### config.mk
export PLATFORM = sky130hd
export DESIGN_NAME = psa_heads
export DESIGN_NICKNAME = d
export VERILOG_FILES = /design/src/hdl/psa_pkg.sv /design/src/hdl/psa_heads.sv
export SDC_FILE = /design/constraint.sdc
export NUM_CORES = 1
export LEC_CHECK = 0
export ABC_AREA = 0
export BUFFER_PORTS_ARGS = -buffer_cell sky130_fd_sc_hd__buf_2
export CAP_MARGIN = 20
export CELL_PAD_IN_SITES_DETAIL_PLACEMENT = 0
export CELL_PAD_IN_SITES_GLOBAL_PLACEMENT = 1
export CORE_ASPECT_RATIO = 0.5
export CORE_MARGIN = 2
export CORE_UTILIZATION = 40
export CTS_CLUSTER_SIZE = 30
export DETAILED_ROUTE_END_ITERATION = 8
export GPL_TIMING_DRIVEN = 0
export PLACE_DENSITY = 0.59
export RECOVER_POWER = 50
export SYNTH_ARGS = -nofsm -noshare
export SYNTH_HDL_FRONTEND = slang
export SYNTH_SLANG_ARGS = --single-unit
### constraint.sdc
create_clock -name clk -period 3.1 [get_ports clk]
set_clock_uncertainty 0.2 [all_clocks]
set_input_delay 0.155 -clock clk [delete_from_list [all_inputs] [get_ports clk]]
set_output_delay 0.155 -clock clk [all_outputs]
set_load 0.005 [all_outputs]
### src/hdl/psa_pkg.sv
// Shared types, constants and helper functions of the segregated split allocator.
package psa_pkg;

  localparam int POOL_COUNT   = 16;
  localparam int HEADER_BYTES = 16;
  localparam int TOP_BLOCKS   = 8;
  localparam int MIN_CLASS    = 4;

  localparam int TOP_CLASS     = POOL_COUNT - 1;
  localparam int TOP_SHIFT     = TOP_CLASS - MIN_CLASS;
  localparam int ARENA_GRANULES = TOP_BLOCKS << TOP_SHIFT;
  localparam int GRAN_W        = $clog2(ARENA_GRANULES);
  localparam int CLASS_W       = $clog2(POOL_COUNT);
  localparam int FRESH_W       = $clog2(TOP_BLOCKS + 1);
  localparam int SIZE_W        = 20;
  localparam int ADDR_W        = 18;
  localparam int BYTES_W       = SIZE_W + 1;
  localparam int CFULL_W       = $clog2(BYTES_W + 1);
  localparam int LIMIT_W       = 4;
  localparam int STATUS_W      = 2;
  localparam int OCLS_W        = 4;

  localparam logic KIND_ALLOC = 1'b0;
  localparam logic KIND_FREE  = 1'b1;

  localparam logic [STATUS_W-1:0] ST_OK        = 2'd0;
  localparam logic [STATUS_W-1:0] ST_OOM       = 2'd1;
  localparam logic [STATUS_W-1:0] ST_TOO_LARGE = 2'd2;
  localparam logic [STATUS_W-1:0] ST_BAD_FREE  = 2'd3;

  typedef struct packed {
    logic              kind;
    logic [SIZE_W-1:0] request_size;
    logic [ADDR_W-1:0] user_address;
  } psa_req_t;

  typedef struct packed {
    logic [ADDR_W-1:0]   result_address;
    logic [STATUS_W-1:0] status;
    logic [OCLS_W-1:0]   size_class;
  } psa_rsp_t;

  typedef struct packed {
    logic               en;
    logic               valid;
    logic [CLASS_W-1:0] cls;
    logic [GRAN_W-1:0]  head;
  } psa_head_wr_t;

  typedef enum logic [3:0] {
    S_CLEAR, S_IDLE, S_SEARCH, S_POP, S_POP_DATA, S_SPLIT,
    S_ALLOC_DONE, S_FREE_RD, S_FREE_CHK, S_RESP
  } psa_state_t;

  function automatic logic [CFULL_W-1:0] class_of(input logic [BYTES_W-1:0] bytes);
    logic [BYTES_W-1:0] v;
    logic [CFULL_W-1:0] c;
    v = bytes - BYTES_W'(1);
    c = '0;
    for (int i = 0; i < BYTES_W; i++) begin
      if (v[i]) c = CFULL_W'(i + 1);
    end
    if (c < CFULL_W'(MIN_CLASS)) c = CFULL_W'(MIN_CLASS);
    return c;
  endfunction

  function automatic logic [OCLS_W-1:0] sat_class(input logic [CFULL_W-1:0] c);
    return (c > CFULL_W'(15)) ? OCLS_W'(15) : OCLS_W'(c);
  endfunction

endpackage

### src/hdl/psa_heads.sv
// Free-list head table: one head granule and valid bit per size class.
module psa_heads
  import psa_pkg::*;
(
  input  logic               clk,
  input  logic               rst,
  input  logic [CLASS_W-1:0] rd_cls,
  output logic               rd_valid,
  output logic [GRAN_W-1:0]  rd_head,
  input  psa_head_wr_t       wr
);
  logic [POOL_COUNT-1:0] valid;
  logic [GRAN_W-1:0]     head [POOL_COUNT];

  always_ff @(posedge clk) begin
    if (rst) begin
      valid <= '0;
    end else if (wr.en) begin
      valid[wr.cls] <= wr.valid;
    end
  end

  always_ff @(posedge clk) begin
    if (wr.en) head[wr.cls] <= wr.head;
  end

  assign rd_valid = valid[rd_cls];
  assign rd_head  = head[rd_cls];
endmodule

==> impl_metrics.csv <==
group,metric,value,unit
flow_run,cap_violations,0,
setup_path,critPathArrivalTime,2.01,ns
logic_synthesis,syn_area,9260,um^2
finish,diodes,0,
clock_tree,cts_tree,"yes",
power,seqPwrFrac,53.5,%
global_routing,grt_pass1_wl,31200,um
timing,relSlewSlack,43.0,%
timing,worstMarginPinSlew,0.855,ns
clock_tree,clk_latency,0.50,ns
die,fp.dieH,112,um
power,max-vdd-ir-drop,349,uV
logic_synthesis,synthTopCellsByCount,"edfxtp_1, mux4_2, a22oi_1",
clock_tree,cts_made_buffers,22,
place,dpl.hpwl,14100,um
clock_tree,cts_setup_buffers,0,
logic_synthesis,ys_warn_count,0,
power,powerDensity,611,nW/um^2
finish,fill_cells,1892,
power,power_frac_clock,40.6,%
die,core_region_area,22800,um^2
route,via_per_inst,5.30,
route,route.detailed.drc,0,
global_routing,antenna_found_initial,0,
route,routedWlPerCell,23.5,um
global_routing,grtUsageTotal,17.7,%
place,numPortBuffers,36,
logic_synthesis,synthCells,455,
timing,hold_viol_final,0,
timing,slew_violations,0,
route,drt-initial-drc-count,398,
setup_path,worstSetupPathType,"in2out",
route,firstDrtPassIters,4,
timing,hold_ws,0.280,ns
finish,drive_gt1_share,27.1,%
clock_tree,cts_max_level,1,
finish,multiInputGateArea,2100,um^2
logic_synthesis,synth.most_common_cell,"edfxtp_1",
die,num_rows,39,
timing,worst_slack,0.735,ns
global_routing,met3_usage,3.01,%
logic_synthesis,synth-seq-cells,240,
finish,area_growth,19.5,%
clock_tree,clock-sinks,240,
timing,setup_viol,0,
timing,fin_crit_sh,76.3,%
worst_hold_path,hold_class,"reg2reg",
route,wl,20700,um
clock_tree,path_clk_slew,0.06,ns
global_routing,met2_usage,27.1,%
finish,ff_latch_area,7050,um^2
logic_synthesis,seq_area_frac_synth,76.1,%
route,num_vias,4657,
die,io_pins,41,
timing,layout_min_cycle_time,2.36,ns
die,dieArea,24400,um^2
power,p_comb_share,5.9,%
logic_synthesis,synth_cell_types,24,
timing,tns,0,ns
global_routing,met1_usage,27.2,%
place,place.gp.congestion,0.717,
logic_synthesis,yosys-top-cells-area,"edfxtp_1, mux4_2, dfxtp_1",
logic_synthesis,synth_top_area_cell,"edfxtp_1",
logic_synthesis,async_flop_share,0,%
setup_path,path_max_fanout,10,
logic_synthesis,avgSynthCellArea,20.3,um^2
global_routing,grt_max_degree,17,
setup_path,startpoint_type,"input pin",
die,initial_core_util,40.6,%
finish,fin_nets,581,
logic_synthesis,synth_top_area_share,72.7,%
place,pre_cts_slack,0.658,ns
die,die_x,219,um
logic_synthesis,synth_flop_cell,"edfxtp_1",
power,p_switching,0.00138,W
clock_tree,cts_buffer_depth,3,
logic_synthesis,syn_nets,481,
route,drtAntennaViolNets,0,
logic_synthesis,synth_edf_count,224,
timing,rsz0062_at_grt,"no",
power,p_leak,3.50,nW
timing,max_freq,423,MHz
power,p_sw_share,20.4,%
global_routing,top_usage_layer,"met1",
setup_path,worstPathRequired,2.74,ns
global_routing,grt_pass1_vias,4880,
clock_tree,cts_root_buffer,"clkbuf_16",
run_status,outcome,"complete, no violations",
setup_path,crit_path_end_kind,"primary output",
global_routing,grt_overflow,0,
setup_path,reg2reg_slack,1.73,ns
power,p_int,0.00538,W
==> kinds of logic after synthesis <==
group	count (synthesis)	synth area share, %
AO/OA/AOI/OAI	62	4.16
buffers and inverters	27	1.62
flip-flops	240	76.1
multiplexers	60	14.6
AND/OR/NAND/NOR	66	3.49
==> power by group through the flow <==
| stage | clock, W | sequential (W) | combinational, W |
|---|---|---|---|
| floorplan | 0 | 0.00368 | 0.000213 |
| global placement | 0 | 0.00368 | 0.000369 |
| detailed placement | 0 | 0.00369 | 0.000388 |
| CTS | 0.00281 | 0.00361 | 0.000409 |
| global route | 0.00296 | 0.00362 | 0.000434 |
| finish | 0.00274 | 0.00362 | 0.000397 |
==> worst max-delay path, cell delays in order <==
cell      delay, ns
buf_2          0.12
nor2b_1        0.60
clkbuf_1       0.64
a22oi_1        0.26
nand2_1        0.12
buf_2          0.11
==> registers in the layout, summed over array words and instances, names as in the netlist <==
register,cells
head,224
valid,16
==> stage by stage <==
stage / instance area [um^2] / utilization (%) / cells / total power, W
global route: 11100 / 48.5 / 878 / 0.00701
CTS: 11100 / 48.6 / 878 / 0.00683
global placement: 9820 / 43.1 / 798 / 0.00405
floorplan: 9260 / - / 455 / 0.00389
finish: 11100 / 48.5 / 878 / 0.00676
detailed placement: 10100 / 44.4 / 814 / 0.00407
==> area by class of cell <==
| class | count | area share [%] |
|---|---|---|
| Sequential cell | 240 | 63.7 |
| Multi-Input combinational cell | 188 | 19.0 |
| Timing Repair Buffer | 76 | 5.90 |
| Clock buffer | 27 | 5.34 |
| Tap cell | 307 | 3.47 |
| Buffer | 27 | 1.36 |
| Clock inverter | 13 | 1.27 |
==> placed cells by master, fill, tap and decap left out <==
cell type and count:
nand3b_1 2, nor2_2 15, and3_1 1, edfxtp_1 224, nand2b_1 2, buf_8 15
nand4_1 4, buf_6 5, mux4_2 60, clkinvlp_4 2, nor2_1 3, or2_2 1
buf_16 1, buf_1 1, nor3b_1 1, buf_2 23, and3b_1 2, clkbuf_1 36
nand2_1 16, clkbuf_16 23, nor2b_1 4, clkinv_2 4, dlygate4sd3_1 24, buf_4 2
or3b_2 1, dfxtp_1 16, and2_1 1, bufinv_16 3, a21oi_1 16, nand3_1 13
a22oi_1 30, o21ai_0 16, clkinv_1 4
==> path summary, 6_finish.rpt <==
check                                from          to  depth (start not counted)
worst max-delay path            rd_cls[2]  rd_head[6]                          6
worst min-delay path             valid[7]    valid[7]                          2
worst max register to register  valid[11]   valid[11]                          3
worst min register to register   valid[7]    valid[7]                          2
==> repair_timing <==
action / 4_1_cts / 5_1_grt
endpoints found under the hold margin: 236 / 0
setup endpoints to repair: 0 / 0
gates resized for setup: 0 / 0
hold buffers: 24 / 0
==> routing by layer <==
metal	vias up	share of wire [%]	routed length, um
li1	2096	-	-
met5	-	0	0
met1	2427	47	9650
met2	114	45	9280
met3	20	7.0	1450
met4	0	1.4	284
(Power assumes the default switching activity.)
