## src/hdl/psa_ram.sv

```systemverilog
// Generic single-write, single-read RAM with registered read data.
module psa_ram #(
  parameter int WIDTH = 8,
  parameter int DEPTH = 16,
  parameter int AW    = $clog2(DEPTH)
) (
  input  logic             clk,
  input  logic             wr_en,
  input  logic [AW-1:0]    wr_addr,
  input  logic [WIDTH-1:0] wr_data,
  input  logic [AW-1:0]    rd_addr,
  output logic [WIDTH-1:0] rd_data
);
  logic [WIDTH-1:0] mem [DEPTH];

  always_ff @(posedge clk) begin
    if (wr_en) mem[wr_addr] <= wr_data;
    rd_data <= mem[rd_addr];
  end
endmodule

```

## config.mk

```make
export PLATFORM = sky130hd
export DESIGN_NAME = psa_ram
export DESIGN_NICKNAME = d
export VERILOG_FILES = /design/src/hdl/psa_ram.sv
export SDC_FILE = /design/constraint.sdc
export NUM_CORES = 1
export LEC_CHECK = 0
export BUFFER_PORTS_ARGS = -buffer_cell sky130_fd_sc_hd__buf_4
export CORE_ASPECT_RATIO = 1.75
export CORE_MARGIN = 8
export CORE_UTILIZATION = 45
export CTS_CLUSTER_SIZE = 24
export DETAILED_ROUTE_END_ITERATION = 10
export MAX_ROUTING_LAYER = met4
export PLACE_DENSITY = 0.68
export SETUP_SLACK_MARGIN = 0.4
export SLEW_MARGIN = 15
export SYNTH_ARGS = -nofsm -noshare
export SYNTH_HDL_FRONTEND = slang
export SYNTH_SLANG_ARGS = --single-unit
```

## constraint.sdc

```tcl
create_clock -name clk -period 1.97 [get_ports clk]
set_input_delay 0.394 -clock clk [delete_from_list [all_inputs] [get_ports clk]]
set_output_delay 0.394 -clock clk [all_outputs]
set_load 0.01 [all_outputs]
```

==> impl_metrics.yaml, run 1 <==
finish:
  drive_above_1_share: 0.3200
  antennaDiodeCount: 0
  final_common_cell: "edfxtp_1"
  area_delta_synth_final_pct: 20.13
  final_core_util: 0.5537
  final_cell_mix: "edfxtp_1 (128), buf_4 (48), mux4_2 (18)"
  nets: 306
sta:
  setup_tns_ps: 0
  period_share: 0.6852
  fmax_mhz: 740.8
  finalCriticalPeriod_ps: 1350
  setup_viol: 0
  finalClockSkew_ps: 6.730
  report.final.hold_viol_count: 0
  tightestPinTransition_ps: 384.2
  slew_violations: 0
  timing.max_slew.rel_slack: 0.7439
  rsz0062_at_grt: "no"
power_and_ir_drop:
  leakagePower_nw: 2.120
  power.density_nw_per_um2: 1046
  p_total_mw: 6.470
  peakVddDrop_v: 0.0007118
drt:
  remaining_drc_errors: 0
  num_vias: 2440
  drt_iter0_drc: 185
  viasPerCell: 5.648
  detail-route-antenna-nets: 0
  drt_first_pass_iters: 4
  routedWlPerCell_um: 23.24
  drt_wl_total_mm: 10.04
clock_network:
  cts_root_buf: "clkbuf_16"
  clk_path_buf_depth: 2
  clock_latency_ps: 410
  ctsHtreeMaxLevel: 4
  cts_buffers: 17
  cts.sinks: 136
  cts_resized: 0
  cts_hold_buf: 0
  cts_tree: "done"
  postCtsSetupBuffers: 0
  path_clk_slew_ps: 60
outcome:
  outcome: "finished clean"
yosys:
  syn_avg_cell_area_um2: 22.48
  synthAdderAreaFrac: 0
  ys_seq_area_frac: 0.7778
  synth_top_family_by_area: "multiplexers"
  synth_xor_xnor_area_share: 0
  synth-seq-cells: 136
  yosysWarnings: 0
  ys_types: 19
  synthesis.area_um2: 5147
  yosys.area_share.simple: 0.03184
  synth_mux_area_frac: 0.1502
  syn_inst: 229
  syn_nets: 247
  synth_compound_area_frac: 0.02333
global_routing:
  gr-total-overflow: 0
  grt_max_degree: 19
  antenna_found_initial: 0
  grt_pass1_wl_mm: 15.79
  grt_use_total: 0.1460
  grt_pass1_vias: 2656
place:
  gp_congestion: 0.7248
  portBuffers: 25
  dpl.hpwl_mm: 6.835
flow_run:
  max_cap_violations: 0
floorplanning:
  die_height_um: 157.5
  initial_utilization: 0.4610
  dieArea_um2: 15250
  fp.dieW_um: 96.85
  ioPinCount: 26
  num_rows: 51
  core_region_area_um2: 11170
critical_path:
  crit_type: "flip-flop to flip-flop"
  cpPeakStageDelay_ps: 500
  crit_chain: "mux4_1 -> a22oi_1 -> nand2_1"
  crit_fanout: 1
  endpoint_kind: "flip-flop"
  required_ps: 2240
  cp_data_arrival_time_ps: 1620
  critPathSlowestCell: "mux4_1"
  start_kind: "flip-flop"
  cp_top_family: "multiplexers"
  worstPathBufferInverterCount: 0
hold_path:
  hold_class: "input pin to flip-flop"
==> area by class of cell <==
cell class	instances	area, um^2
clock buffer	18	429.2
clock inverter	13	112.6
fill	833	4984
multi-input combinational	83	1072
sequential	136	4004
tap	132	165.2
timing repair buffer	50	400.4
==> through the flow <==
stage | hold WS [ps] | setup slack, ps | cell area, um^2 | cells
final | 296.3 | 620.2 | 6183 | 432
after CTS | 282.8 | 608.8 | 6183 | 432
after global routing | 300.0 | 545.3 | 6183 | 432
after floorplan | 492.9 | 309.9 | 5162 | 229
after global placement | 657.1 | 224.4 | 5642 | 401
after detailed placement | 664.5 | 212.6 | 5642 | 401
==> flip-flops by register name (all words and copies together) (netlist names) <==
signal   flops
rd_data      8
mem        128
==> synthesized netlist by cell type <==
library cell,n,area share
edfxtp_1,128,0.75
mux4_2,18,0.079
a22oi_1,16,0.023
mux4_1,14,0.071
nor2_1,13,0.0095
nand2_1,9,0.0066
dfxtp_1,8,0.031
nor3_1,4,0.0039
buf_2,3,0.0029
buf_6,3,0.0066
clkdlybuf4s25_2,3,0.0058
nand2b_1,2,0.0024
nand3b_1,2,0.0029
and2_1,1,0.0012
and2b_1,1,0.0015
buf_4,1,0.0015
nand3_1,1,0.00097
nor2b_1,1,0.0012
or3b_2,1,0.0017
==> routing by layer <==
layer	global-route usage	vias to the layer above	wire (um)
li1	-	1085	-
met5	-	-	0
met1	0.1508	1289	3923
met4	0.07296	0	229
met3	0.04125	13	270
met2	0.2500	53	5615
==> cells by family after synthesis <==
kind of cell    after synthesis
buf+inv                      10
flops                       136
simple gates                 35
mux                          32
compound gates               16
==> worst paths after layout <==
kind / end / slack (ps) / from / depth (start not counted)
worst min-delay path: mem[2][6]$_DFFE_PP_ / 300 / wr_data[6] / 1
worst max-delay path: rd_data[0]$_DFF_P_ / 620 / mem[1][0]$_DFFE_PP_ / 3
worst max register to register: rd_data[0]$_DFF_P_ / 620 / mem[1][0]$_DFFE_PP_ / 3
worst min register to register: rd_data[4]$_DFF_P_ / 680 / mem[14][4]$_DFFE_PP_ / 3
==> power by group <==
group          switching, mW  internal (mW)
registers             0.0197           3.24
logic                  0.175          0.156
clock network           1.07           1.82
Power figures use the tool's default switching activity.
==> inputs of run 2 (changes only) <==
--- a/config.mk
+++ b/config.mk
@@ -5,6 +5,7 @@
 export SDC_FILE = /design/constraint.sdc
 export NUM_CORES = 1
 export LEC_CHECK = 0
+export ABC_AREA = 1
 export BUFFER_PORTS_ARGS = -buffer_cell sky130_fd_sc_hd__buf_4
 export CORE_ASPECT_RATIO = 1.75
 export CORE_MARGIN = 8
@@ -12,7 +13,7 @@
 export CTS_CLUSTER_SIZE = 24
 export DETAILED_ROUTE_END_ITERATION = 10
 export MAX_ROUTING_LAYER = met4
-export PLACE_DENSITY = 0.68
+export PLACE_DENSITY = 0.65
 export SETUP_SLACK_MARGIN = 0.4
 export SLEW_MARGIN = 15
 export SYNTH_ARGS = -nofsm -noshare
==> constraint.sdc (replaced) <==
create_clock -name clk -period 1.35 [get_ports clk]
set_input_delay 0.27 -clock clk [delete_from_list [all_inputs] [get_ports clk]]
set_output_delay 0.27 -clock clk [all_outputs]
set_load 0.01 [all_outputs]
==> impl_metrics.yaml, run 2 <==
drt:
  drt_iter0_drc: 218
  drt_first_pass_iters: 4
  num_vias: 3858
  viasPerCell: 5.010
  remaining_drc_errors: 0
  drt_wl_total_mm: 13.93
  routedWlPerCell_um: 18.09
  detail-route-antenna-nets: 0
yosys:
  synth-seq-cells: 136
  yosys.area.top_type: "edfxtp_1"
  async_flop_share: 0
  syn_avg_cell_area_um2: 10.47
  synth_edf_count: 128
  ys_types: 12
  yosys-top-cells-area: "edfxtp_1 (67%), nand2_1 (11%), nand3_1 (8.4%)"
  synth_commonest_cells: "nand2_1 (173), edfxtp_1 (128), inv_1 (100), nand3_1 (97), nor2_1 (17)"
  synth_top_area_share: 0.6665
  ys_seq_area_frac: 0.6943
  synth_most_common_cell: "nand2_1"
  synthesis.area_um2: 5767
  yosysWarnings: 0
  ys.flop_type: "edfxtp_1"
  syn_inst: 551
  syn_nets: 569
finish:
  largest_register_ffs: 128
  final_area_um2: 7321
  top_register: "mem"
  final_common_cell: "nand2_1"
  final_cell_mix: "nand2_1 (165), edfxtp_1 (128), inv_1 (96)"
  fill_cells: 1021
  reg_top3: "mem: 128 flops, rd_data: 8 flops"
  antennaDiodeCount: 0
  area_delta_synth_final_pct: 26.95
  drive_above_1_share: 0.2757
  final_core_util: 0.5857
  nets: 607
place:
  dpl.hpwl_mm: 8.749
  gp_congestion: 0.8558
  portBuffers: 25
  postPlaceCellArea_um2: 6340
sta:
  finalClockSkew_ps: 7.553
  timing.max_slew.rel_slack: 0.7044
  setup_viol: 0
  rsz0062_at_grt: "yes"
  report.final.hold_viol_count: 0
  period_share: 0.8360
  finalCriticalPeriod_ps: 1129
  slew_violations: 0
  fmax_mhz: 886.1
  tightestPinTransition_ps: 442.7
global_routing:
  gr-total-overflow: 0
  grt_max_degree: 65
  grt_pass1_wl_mm: 21.29
  antenna_found_initial: 0
  grt_pass1_vias: 3990
  grt_use_total: 0.1788
hold_path:
  hold_path_startpoint: "rd_addr[3]"
  holdPathStages: 3
  holdPathEnd: "rd_data[6]$_DFF_P_"
  hold_class: "input pin to flip-flop"
floorplanning:
  dieArea_um2: 16840
  num_rows: 54
  die_height_um: 165.8
  initial_utilization: 0.4614
  core_region_area_um2: 12500
  ioPinCount: 26
  fp.dieW_um: 101.6
critical_path:
  critPathSlowestCell: "dfxtp_2"
  crit_type: "flip-flop to output port"
  ff2ff_path_depth: 6
  reg2reg_to: "rd_data[7]$_DFF_P_"
  crit_fanout: 1
  required_ps: 1080
  r2r_slack_ps: 380
  worstPathBufferInverterCount: 1
  r2r-start: "mem[5][7]$_DFFE_PP_"
  start_kind: "flip-flop"
  cp_data_arrival_time_ps: 860
  endpoint_kind: "output port"
  cp_top_family: "flip-flops"
  cpPeakStageDelay_ps: 320
  crit_chain: "buf_6"
clock_network:
  cts.sinks: 136
  path_clk_slew_ps: 60
  cts_root_buf: "clkbuf_16"
  cts_tree: "done"
  cts_buffers: 17
  cts_hold_buf: 0
  clock_latency_ps: 420
  clk_path_buf_depth: 2
  ctsHtreeMaxLevel: 4
outcome:
  outcome: "finished clean"
flow_run:
  max_cap_violations: 0
power_and_ir_drop:
  power.density_nw_per_um2: 1452
  p_total_mw: 10.63
  leakagePower_nw: 3.094
  peakVddDrop_v: 0.0009698
[run 2: logic make-up (layout without fill, tap and decap cells)]
kind of cell,after synthesis,in the layout,synth area share
buf+inv,126,177,0.09525
flops,136,136,0.6943
simple gates,289,289,0.2105
[run 2: worst max-delay path by stage]
stage	startpoint	to	slack, ps	depth (start not counted)
floorplan	wr_addr[2]	mem[10][0]$_DFFE_PP_	210	2
global placement	rd_addr[0]	rd_data[7]$_DFF_P_	1	8
detailed placement	rd_addr[0]	rd_data[7]$_DFF_P_	-20	8
CTS	rd_data[0]$_DFF_P_	rd_data[0]	210	1
global route	rd_data[2]$_DFF_P_	rd_data[2]	200	1
finish	rd_data[3]$_DFF_P_	rd_data[3]	220	1
[run 2: timing repair]
item	CTS	global route
pin swaps	5	35
resized for setup	35	40
setup endpoints to repair	16	39
cloned	0	0
buffers inserted	0	0
[run 2: layout make-up]
type / instances / area [um^2] / share of cell area
Multi-Input combinational cell: 289 / 1612 / 0.2201
Tap cell: 168 / 210.2 / 0.02871
Clock buffer: 18 / 439.2 / 0.05999
Inverter: 102 / 386.6 / 0.05281
Clock inverter: 14 / 220.2 / 0.03008
Sequential cell: 136 / 4014 / 0.5483
Timing Repair Buffer: 43 / 439.2 / 0.05999
[run 2: stage by stage]
step | setup slack, ps | std cells | setup TNS, ps | hold WS (ps)
6_report | 221.5 | 770 | 0 | 180.7
5_1_grt | 203.3 | 770 | 0 | 187.8
4_1_cts | 205.7 | 770 | 0 | 175.0
3_5_place_dp | -18.67 | 738 | -24.79 | 610.8
3_3_place_gp | 1.357 | 738 | 0 | 609.0
2_1_floorplan | 206.4 | 551 | 0 | 368.9
[run 2: power by group]
group / internal, mW / switching, mW
clock network: 3.34 / 1.75
registers: 4.73 / 0.0355
logic: 0.272 / 0.501
[run 2: routing by layer]
layer | GRT usage | wire length [um] | vias up
met3 | 0.03317 | 619 | 36
li1 | - | - | 1847
met5 | - | 0 | -
met4 | 0.1292 | 609 | 0
met2 | 0.3010 | 7715 | 100
met1 | 0.1775 | 4983 | 1875
[run 2: tightest hold or removal path: stages]
cell and delay (ps):
buf_4 170, nand3_2 80, nand2_1 40
==> inputs of run 3 (changes only) <==
--- a/config.mk
+++ b/config.mk
@@ -5,7 +5,7 @@
 export SDC_FILE = /design/constraint.sdc
 export NUM_CORES = 1
 export LEC_CHECK = 0
-export ABC_AREA = 1
+export ABC_AREA = 0
 export BUFFER_PORTS_ARGS = -buffer_cell sky130_fd_sc_hd__buf_4
 export CORE_ASPECT_RATIO = 1.75
 export CORE_MARGIN = 8
@@ -13,7 +13,7 @@
 export CTS_CLUSTER_SIZE = 24
 export DETAILED_ROUTE_END_ITERATION = 10
 export MAX_ROUTING_LAYER = met4
-export PLACE_DENSITY = 0.65
+export PLACE_DENSITY = 0.68
 export SETUP_SLACK_MARGIN = 0.4
 export SLEW_MARGIN = 15
 export SYNTH_ARGS = -nofsm -noshare
==> constraint.sdc (replaced) <==
create_clock -name clk -period 0.9 [get_ports clk]
set_input_delay 0.18 -clock clk [delete_from_list [all_inputs] [get_ports clk]]
set_output_delay 0.18 -clock clk [all_outputs]
set_load 0.01 [all_outputs]
==> impl_metrics.yaml, run 3 (synthesis results as in run 1) <==
outcome:
  outcome: "finished, violations left"
  violations: "negative setup slack"
place:
  dpl.hpwl_mm: 7.066
  portBuffers: 25
  dp_slack_ps: -637.5
  gp_congestion: 0.7507
sta:
  period_share: 1.408
  finalClockSkew_ps: 6.081
  setup_viol: 24
  timing.max_slew.rel_slack: 0.3290
  setup_tns_ps: -4048
  worst_slack_ps: -367.1
  holdWs_ps: 67.91
  tightestPinTransition_ps: 1003
  finalCriticalPeriod_ps: 1267
  report.final.hold_viol_count: 0
  fmax_mhz: 789.2
  slew_violations: 0
  rsz0062_at_grt: "yes"
power_and_ir_drop:
  clkPwrFrac: 0.463
  power.density_nw_per_um2: 2218
  peakVddDrop_v: 0.001675
  pwr-share-seq: 0.472
  switchingPower_mw: 3.150
  intPower_mw: 11.98
  leakagePower_nw: 2.271
  combPwrFrac: 0.065
  power_switching_share: 0.2082
drt:
  drt_wl_total_mm: 10.64
  drt_iter0_drc: 216
  num_vias: 2527
  routedWlPerCell_um: 23.80
  remaining_drc_errors: 0
  detail-route-antenna-nets: 0
  drt_first_pass_iters: 4
  viasPerCell: 5.653
global_routing:
  grt_use_total: 0.1546
  grt_max_degree: 17
  grt_pass1_wl_mm: 16.59
  grt_pass1_vias: 2786
  antenna_found_initial: 0
  gr-total-overflow: 0
finish:
  seqCellArea_um2: 4014
  multi_input_area_um2: 1212
  final_cell_mix: "edfxtp_1 (128), mux4_2 (32), buf_4 (23)"
  top_register: "mem"
  nets: 320
  final_common_cell: "edfxtp_1"
  fill_cells: 742
  largest_register_ffs: 128
  final_core_util: 0.6109
  area_delta_synth_final_pct: 32.52
  antennaDiodeCount: 0
  reg_top3: "mem: 128 flops, rd_data: 8 flops"
  drive_above_1_share: 0.5175
floorplanning:
  core_region_area_um2: 11170
  fp.dieW_um: 96.85
  die_height_um: 157.5
  dieArea_um2: 15250
  num_rows: 51
  initial_utilization: 0.4610
  ioPinCount: 26
clock_network:
  cts_tree: "done"
  cts_root_buf: "clkbuf_16"
  cts.sinks: 136
  ctsHtreeMaxLevel: 4
  clock_latency_ps: 420
  cts_buffers: 17
  clk_path_buf_depth: 2
  cts_hold_buf: 0
  path_clk_slew_ps: 60
critical_path:
  endpoint_kind: "flip-flop"
  crit_type: "flip-flop to flip-flop"
  crit_fanout: 1
  cp_top_family: "multiplexers"
  worstPathBufferInverterCount: 0
  cp_data_arrival_time_ps: 1570
  start_kind: "flip-flop"
  cpPeakStageDelay_ps: 510
  crit_chain: "mux4_2 -> a22oi_2 -> nand2_1"
  critPathSlowestCell: "mux4_2"
  required_ps: 1200
hold_path:
  hold_class: "input pin to flip-flop"
flow_run:
  max_cap_violations: 0
[run 3: changes by cell type in the layout (fill, tap and decap cells not counted), moves of 5 or more]
cell     previous run  this run
a22oi_1             0         8
buf_12              6        22
buf_6               9        19
nand3_1            45         0
nand2_1           165         8
mux4_2              0        32
a22oi_2             0         8
inv_2               5         0
inv_1              96         0
nand3_2            50         0
nor2_2              8         0
[run 3: power groups by stage]
stage | clock network (mW) | registers (mW) | logic, mW
floorplan | 0 | 7.27 | 0.429
global placement | 0 | 7.26 | 0.889
detailed placement | 0 | 7.27 | 0.901
CTS | 7.10 | 7.15 | 0.973
global route | 7.35 | 7.15 | 1.05
finish | 7.01 | 7.14 | 0.978
[run 3: final cells by class]
class	instances	share of cell area
clock buffers	19	0.06346
clock inverters	13	0.02494
multi-input cells	83	0.1777
flip-flops and latches	136	0.5884
well taps	132	0.02421
repair buffers	64	0.1212
[run 3: final timing paths]
kind	from	end	slack, ps	cells past startpoint
max	mem[3][1]$_DFFE_PP_	rd_data[1]$_DFF_P_	-370	3
min	wr_data[3]	mem[3][3]$_DFFE_PP_	70	1
max reg2reg	mem[3][1]$_DFFE_PP_	rd_data[1]$_DFF_P_	-370	3
min reg2reg	mem[12][1]$_DFFE_PP_	rd_data[1]$_DFF_P_	680	3
[run 3: stage by stage]
| step | instances | power, mW | instance area, um^2 |
|---|---|---|---|
| global route | 447 | 15.55 | 6822 |
| finish | 447 | 15.13 | 6822 |
| global placement | 412 | 8.150 | 6051 |
| CTS | 447 | 15.22 | 6792 |
| floorplan | 229 | 7.701 | 5285 |
| detailed placement | 412 | 8.168 | 6051 |
[run 3: routing by layer]
layer | GRT usage | vias to the layer above | routed length (um)
met1 | 0.1575 | 1334 | 4064
li1 | - | 1108 | -
met2 | 0.2639 | 65 | 5935
met4 | 0.08475 | 0 | 301
met5 | - | - | 0
met3 | 0.04344 | 20 | 336
[run 3: timing repair]
action | in CTS | in global routing
pin swaps | 10 | 1
endpoints found under the setup margin | 144 | 144
resized for setup | 27 | 6
endpoints found under the hold margin | 0 | 0
buffers inserted | 3 | 0
[run 3: worst reg2reg max path, stage by stage (launching register included)]
cell and delay [ps]:
edfxtp_1 360, mux4_2 510, a22oi_2 200, nand2_1 80
